`src/rtl/slt_pkg.sv`:
```
// Shared types and codes for the sorted list table.
// Used by slt_ctrl, slt_datapath and sorted_list_table_unit; depends on nothing.
package slt_pkg;

    // Operation codes carried in a request
    localparam logic [1:0] OP_INSERT = 2'd0;
    localparam logic [1:0] OP_DELETE = 2'd1;
    localparam logic [1:0] OP_SEARCH = 2'd2;

    // Result status codes
    localparam logic [1:0] ST_DONE    = 2'd0;
    localparam logic [1:0] ST_MISSING = 2'd1;
    localparam logic [1:0] ST_FULL    = 2'd2;

    typedef struct packed {
        logic [1:0] operation;
        logic [7:0] value;
    } in_t;

    typedef struct packed {
        logic [1:0] status;
        logic [4:0] position;
        logic [4:0] count;
    } out_t;

    // Controller to datapath commands
    typedef struct packed {
        logic capture;  // latch request and register per-entry compares
        logic commit;   // apply the shift and load the result register
    } cmd_t;

endpackage

```
`src/rtl/sorted_list_table_unit.sv`:
```
// Sorted list table: keeps up to CAPACITY 8-bit values in ascending order.
// Input channel s_* carries a request {operation, value}: insert, delete the
// first equal entry, or search for the first equal entry.
// Output channel m_* carries one result per request {status, position, count}:
// status 0 done/found, 1 not found, 2 full on insert; position is the index of
// the entry inserted, deleted or found (0 when not found); count is the number
// of entries after the request.
// Flow: on acceptance the request and the compare stage (all cells against
// the value) are registered; the shift stage of the cell row then applies the
// shift and loads the result register, which raises m_valid. A new request is
// taken only once the shift stage of the previous one has completed.
// A result waiting on m_ready does not stop the next request from being
// accepted and compared; only its shift stage waits until the held result
// is taken.
// Reset (aresetn low, synchronous) empties the list and drops any pending result.
// Depends on slt_pkg, slt_ctrl and slt_datapath.
module sorted_list_table_unit #(
    parameter int CAPACITY = 16
) (
    input  logic          aclk,
    input  logic          aresetn,
    input  logic          s_valid,
    output logic          s_ready,
    input  slt_pkg::in_t  s_data,
    output logic          m_valid,
    input  logic          m_ready,
    output slt_pkg::out_t m_data
);

    slt_pkg::cmd_t cmd;

    slt_ctrl u_ctrl (
        .aclk    (aclk),
        .aresetn (aresetn),
        .s_valid (s_valid),
        .s_ready (s_ready),
        .m_valid (m_valid),
        .m_ready (m_ready),
        .cmd     (cmd)
    );

    slt_datapath #(
        .CAPACITY (CAPACITY)
    ) u_datapath (
        .aclk    (aclk),
        .aresetn (aresetn),
        .cmd     (cmd),
        .s_data  (s_data),
        .m_data  (m_data)
    );

endmodule

```
`src/rtl/slt_ctrl.sv`:
```
// Controller for the sorted list table: request handshake, result valid, commands.
// Depends on slt_pkg.
module slt_ctrl (
    input  logic          aclk,
    input  logic          aresetn,
    input  logic          s_valid,
    output logic          s_ready,
    output logic          m_valid,
    input  logic          m_ready,
    output slt_pkg::cmd_t cmd
);

    typedef enum logic {
        S_IDLE,
        S_UPDATE
    } state_t;

    state_t state_reg, state_next;
    logic   m_valid_reg, m_valid_next;

    // Commands: capture on accept, commit once the result register is free
    always_comb begin
        cmd.capture = (state_reg == S_IDLE) && s_valid;
        cmd.commit  = (state_reg == S_UPDATE) && (!m_valid_reg || m_ready);
    end

    // Next state and result valid
    always_comb begin
        state_next   = state_reg;
        m_valid_next = m_valid_reg;
        if (m_ready) begin
            m_valid_next = 1'b0;
        end
        case (state_reg)
            S_IDLE: begin
                if (s_valid) begin
                    state_next = S_UPDATE;
                end
            end
            S_UPDATE: begin
                if (cmd.commit) begin
                    state_next   = S_IDLE;
                    m_valid_next = 1'b1;
                end
            end
            default: begin
                state_next = S_IDLE;
            end
        endcase
    end

    always_ff @(posedge aclk) begin
        if (!aresetn) begin
            state_reg   <= S_IDLE;
            m_valid_reg <= 1'b0;
        end else begin
            state_reg   <= state_next;
            m_valid_reg <= m_valid_next;
        end
    end

    assign s_ready = (state_reg == S_IDLE);
    assign m_valid = m_valid_reg;

endmodule

```
`src/rtl/slt_datapath.sv`:
```
// Datapath for the sorted list table: row of entry cells with per-cell compare,
// shift on insert/delete, and the result register. Depends on slt_pkg.
module slt_datapath #(
    parameter int CAPACITY = 16
) (
    input  logic          aclk,
    input  logic          aresetn,
    input  slt_pkg::cmd_t cmd,
    input  slt_pkg::in_t  s_data,
    output slt_pkg::out_t m_data
);

    localparam int IW = (CAPACITY > 1) ? $clog2(CAPACITY) : 1;
    localparam int CW = $clog2(CAPACITY + 1);

    // Entry cells; contents above the count are don't-care
    logic [7:0]          entry_reg  [CAPACITY];
    logic [7:0]          entry_next [CAPACITY];
    logic [CW-1:0]       count_reg, count_next;

    // Latched request and compare flags
    logic [1:0]          op_reg;
    logic [7:0]          val_reg;
    logic [CAPACITY-1:0] lt_reg, lt_next;
    logic                hit_reg, hit_next;

    slt_pkg::out_t       result_reg, result_next;

    logic [CAPACITY-1:0] bound;
    logic [IW-1:0]       pos_idx;
    logic                full;
    logic [31:0]         pos_ext;
    logic [31:0]         cnt_ext;

    // Per-cell compare against the incoming value
    always_comb begin
        hit_next = 1'b0;
        for (int i = 0; i < CAPACITY; i++) begin
            lt_next[i] = (CW'(i) < count_reg) && (entry_reg[i] < s_data.value);
            if ((CW'(i) < count_reg) && (entry_reg[i] == s_data.value)) begin
                hit_next = 1'b1;
            end
        end
    end

    // Lower-bound marker: the less-than flags form a prefix, so at most one cell is marked
    always_comb begin
        for (int i = 0; i < CAPACITY; i++) begin
            if (i == 0) begin
                bound[i] = !lt_reg[i];
            end else begin
                bound[i] = !lt_reg[i] && lt_reg[i-1];
            end
        end
    end

    // One-hot to index
    always_comb begin
        pos_idx = '0;
        for (int i = 0; i < CAPACITY; i++) begin
            if (bound[i]) begin
                pos_idx = pos_idx | IW'(i);
            end
        end
    end

    assign full    = (count_reg == CW'(CAPACITY));
    assign pos_ext = 32'(pos_idx);

    // Shift network and result
    always_comb begin
        for (int i = 0; i < CAPACITY; i++) begin
            entry_next[i] = entry_reg[i];
        end
        count_next         = count_reg;
        result_next.status = slt_pkg::ST_MISSING;
        result_next.position = 5'd0;

        case (op_reg)
            slt_pkg::OP_INSERT: begin
                if (full) begin
                    result_next.status = slt_pkg::ST_FULL;
                end else begin
                    for (int i = 0; i < CAPACITY; i++) begin
                        if (!lt_reg[i]) begin
                            if (bound[i]) begin
                                entry_next[i] = val_reg;
                            end else if (i > 0) begin
                                entry_next[i] = entry_reg[i-1];
                            end
                        end
                    end
                    count_next           = count_reg + CW'(1);
                    result_next.status   = slt_pkg::ST_DONE;
                    result_next.position = pos_ext[4:0];
                end
            end
            slt_pkg::OP_DELETE: begin
                if (hit_reg) begin
                    for (int i = 0; i < CAPACITY - 1; i++) begin
                        if (!lt_reg[i]) begin
                            entry_next[i] = entry_reg[i+1];
                        end
                    end
                    count_next           = count_reg - CW'(1);
                    result_next.status   = slt_pkg::ST_DONE;
                    result_next.position = pos_ext[4:0];
                end
            end
            slt_pkg::OP_SEARCH: begin
                if (hit_reg) begin
                    result_next.status   = slt_pkg::ST_DONE;
                    result_next.position = pos_ext[4:0];
                end
            end
            default: begin
                result_next.status = slt_pkg::ST_MISSING;
            end
        endcase

        cnt_ext           = 32'(count_next);
        result_next.count = cnt_ext[4:0];
    end

    // Count register
    always_ff @(posedge aclk) begin
        if (!aresetn) begin
            count_reg <= '0;
        end else if (cmd.commit) begin
            count_reg <= count_next;
        end
    end

    // Payload registers
    always_ff @(posedge aclk) begin
        if (cmd.capture) begin
            op_reg  <= s_data.operation;
            val_reg <= s_data.value;
            lt_reg  <= lt_next;
            hit_reg <= hit_next;
        end
        if (cmd.commit) begin
            result_reg <= result_next;
            for (int i = 0; i < CAPACITY; i++) begin
                entry_reg[i] <= entry_next[i];
            end
        end
    end

    assign m_data = result_reg;

    // Checks
    a_count_bound: assert property (@(posedge aclk) disable iff (!aresetn)
        count_reg <= CW'(CAPACITY))
        else $error("entry count above capacity");

    a_insert_grows: assert property (@(posedge aclk) disable iff (!aresetn)
        cmd.commit && (op_reg == slt_pkg::OP_INSERT) && !full
        |=> count_reg == $past(count_reg) + CW'(1))
        else $error("insert did not grow the count");

    a_search_keeps: assert property (@(posedge aclk) disable iff (!aresetn)
        cmd.commit && (op_reg == slt_pkg::OP_SEARCH)
        |=> count_reg == $past(count_reg))
        else $error("search changed the count");

    a_bound_onehot: assert property (@(posedge aclk) disable iff (!aresetn)
        cmd.commit |-> $onehot0(bound))
        else $error("lower-bound marker not one-hot");

endmodule
```
`config.mk`:
```
export PLATFORM = sky130hd
export DESIGN_NAME = sorted_list_table_unit
export DESIGN_NICKNAME = d
export VERILOG_FILES = /design/src/rtl/slt_pkg.sv /design/src/rtl/sorted_list_table_unit.sv /design/src/rtl/slt_ctrl.sv /design/src/rtl/slt_datapath.sv
export SDC_FILE = /design/constraint.sdc
export NUM_CORES = 1
export LEC_CHECK = 0
export BUFFER_PORTS_ARGS = -buffer_cell sky130_fd_sc_hd__buf_2
export CAP_MARGIN = 20
export CORE_MARGIN = 4
export CORE_UTILIZATION = 35
export DETAILED_ROUTE_END_ITERATION = 16
export GPL_TIMING_DRIVEN = 0
export HOLD_SLACK_MARGIN = 0.05
export PLACE_DENSITY = 0.55
export SLEW_MARGIN = 25
export SYNTH_ARGS = -nofsm -noshare
export SYNTH_HDL_FRONTEND = slang
export SYNTH_SLANG_ARGS = --single-unit
```
`constraint.sdc`:
```
create_clock -name aclk -period 3.6 [get_ports aclk]
set_clock_uncertainty 0.2 [all_clocks]
set_input_delay 0.36 -clock aclk [delete_from_list [all_inputs] [get_ports aclk]]
set_output_delay 0.36 -clock aclk [all_outputs]
set_load 0.005 [all_outputs]
```
==> metrics <==
CP startpoint kind register; ANT cells 0; YS warnings 0; Max Transition Viols Final 0; gpl congestion approximately 0.85; mapped cell area 11400 um2; Largest stage delay, worst path 0.66 ns; initial core utilization 35.9%; die area 35600 um2; number of DRC markers in iteration 0 681; status finished, final reports clean; Clock Sinks 173; critical path arrival roughly 3.3 ns; unrepaired setup endpoints after global routing no; Worst IR Drop VDD between 0.2 and 0.25 mV; Largest register FFs about 130; syn_nets 1218; antenna-violating nets left 0; NumNets Final 1274; WHS 0.0704 ns; number of flops mapped to enable cells by yosys 166; total of max-cap violations 0; register bit total from synthesis between 150 and 200; crit path kind register to register; die width 189 um; final hold vios 0; WL final between 30 and 40 mm; Seq/Total Area, Yosys 44.8%; R2R Setup Slk 0.18 ns; worst hold path type input port to register; first-pass GRT wire length 52.6 mm; placeable core area 31900 um2; PwrDens approximately 400 nW/um2; io pins 28; Slew headroom 30.9%; largest net degree at the start of global routing 21; ys flop type edfxtp_1; share of cells above drive strength 1 under 10%; drt first pass iters 5; CP required 3.46 ns; Netlist cell types 53; Worst-Skew Late Latency 0.44 ns; f_max around 290 MHz; I/O Buffers 25; chip height approximately 190 um; Critical Path End Type register; Area Overhead vs Synth 12.8%; drt wl/cell 21.8 um; setup bufs post-CTS 0; Longest Clk Path Bufs 2; Worst Path Max Fanout 10; Leakage 0.00545 uW; Cell Chain, Critical Path buf_2 > inv_1 > ha_1 > nor4bb_4 > a22oi_2 > nand2_1 > buf_4 > nor2_1; CTS Buf Count 17; Worst Tran Pin Value 1.04 ns; via count 8738; Post-synth ARST share 0%; clock slew at reported path FFs 0.08 ns; number of vias per cell 5.55; hpwl dp between 20 and 30 mm; H-Tree Depth 4; TNS Setup 0 ns; Slowest-stage cell, CP nor2_1; Post-Syn Area per Cell 10.7 um2; GR Util All Layers 19.2%; root cell of the clock tree clkbuf_16; row cnt 65; endpoints failing setup 0; fin crit share 94.9%; via count of the first global-routing pass 8726; Cells after Synth 1069; GR Overflow Total 0; Final Critical Period 3.42 ns; initial antenna violation count 0; CTS tree done; DRC viols 0
==> cells by family (layout without fill, tap and decap cells) <==
| logic type | Yosys count | in the layout | synth area share [%] |
|---|---|---|---|
| and+or+nand+nor | 271 | 271 | 11.8 |
| AOI/OAI and AO/OA | 260 | 260 | 13.7 |
| DFF | 173 | 173 | 44.8 |
| adders and majority gates | 135 | 135 | 14.8 |
| muxes | 121 | 121 | 10.7 |
| buffers and inverters | 108 | 177 | 4.21 |
| other | 1 | 1 | 0.0328 |
==> worst paths after layout <==
path,from,endpoint,cells past startpoint
max,u_datapath.count_reg[1]$_SDFFE_PN0P_,u_datapath.entry_reg[13][1]$_DFFE_PP_,8
min,aresetn,u_ctrl.m_valid$_SDFF_PN0_,2
max reg2reg,u_datapath.count_reg[1]$_SDFFE_PN0P_,u_datapath.entry_reg[13][1]$_DFFE_PP_,8
min reg2reg,u_ctrl.state_reg$_SDFF_PN0_,u_ctrl.m_valid$_SDFF_PN0_,1
==> layout make-up <==
type                            count  area, um2
Buffer                             64        317
Clock inverter                     12        183
Timing Repair Buffer               37        260
Sequential cell                   173       5120
Tap cell                          435        544
Inverter                           44        165
Clock buffer                       20        457
Multi-Input combinational cell    788       5840
Fill cell                        3123      19000
==> through the flow <==
| stage | worst slack [ns] | cells | util, % | cell area [um2] | power [uW] |
|---|---|---|---|---|---|
| after floorplan | 1.08 | 1069 | - | 11400 | 2850 |
| after global placement | 0.0817 | 1529 | 38.0 | 12100 | 3080 |
| after detailed placement | 0.301 | 1531 | 38.1 | 12100 | 3100 |
| after CTS | 0.253 | 1573 | 40.4 | 12900 | 5150 |
| after global routing | 0.110 | 1573 | 40.4 | 12900 | 5330 |
| final | 0.183 | 1573 | 40.4 | 12900 | 5130 |
==> where the power goes <==
| group | internal [uW] | switching [uW] | total (uW) |
|---|---|---|---|
| clock network | 1210 | 847 | 2060 |
| registers | 2300 | 64.4 | 2360 |
| logic | 268 | 443 | 711 |
==> synth_stat cells, types with 3 or more instances <==
cell	n	area [um2]
edfxtp_1	166	4980
o21ai_0	144	721
nand2_1	136	510
ha_1	135	1690
mux2i_1	113	1130
inv_1	44	165
clkbuf_1	36	135
a21oi_1	34	170
nand4_1	31	194
a21o_1	26	195
nor2_1	26	97.6
nor2b_1	23	144
nand2b_1	20	125
o21a_1	18	135
buf_2	14	70.1
a2111oi_0	12	105
nor3_1	9	45.0
mux2_2	8	90.1
and4_1	7	61.3
dfxtp_1	7	140
buf_6	5	56.3
clkbuf_2	5	25.0
nand3_1	5	25.0
buf_4	4	30.0
o31ai_1	4	30.0
a31oi_1	3	18.8
o211a_1	3	30.0
or3_1	3	18.8
==> timing repair <==
action / 4_1_cts / 5_1_grt
gates resized for setup: 0 / 0
hold endpoints to repair: 10 / 0
hold buffers: 10 / 0
==> metal layers <==
metal	global-route usage, %	part of all wire, %
met1	27.8	48
met2	29.3	44
met3	3.93	6.1
met4	5.52	2.2
met5	0	0
==> placed cells by master (no fill, tap or decap), drive strengths merged, types with 4 or more instances in the layout <==
cell and count:
and4 7, a2111oi 12, nor3 10, a21oi 34, nand2 136, ha 135
bufinv 4, dlygate4sd3 10, dfxtp 7, clkbuf 61, mux2i 113, edfxtp 166
or3 4, nand4 31, mux2 8, a21o 26, o31ai 4, o21a 18
nor2 26, o21ai 145, inv 48, buf 50, nor2b 23, nand3 6
nand2b 20
==> critical path, delay by kind of cell (launching register included) <==
kind | cells | cell delay [ns]
simple gates | 3 | 1.18
buf+inv | 3 | 0.74
flops | 1 | 0.44
fa+ha+maj | 1 | 0.24
compound gates | 1 | 0.23
Power figures use the tool's default switching activity.
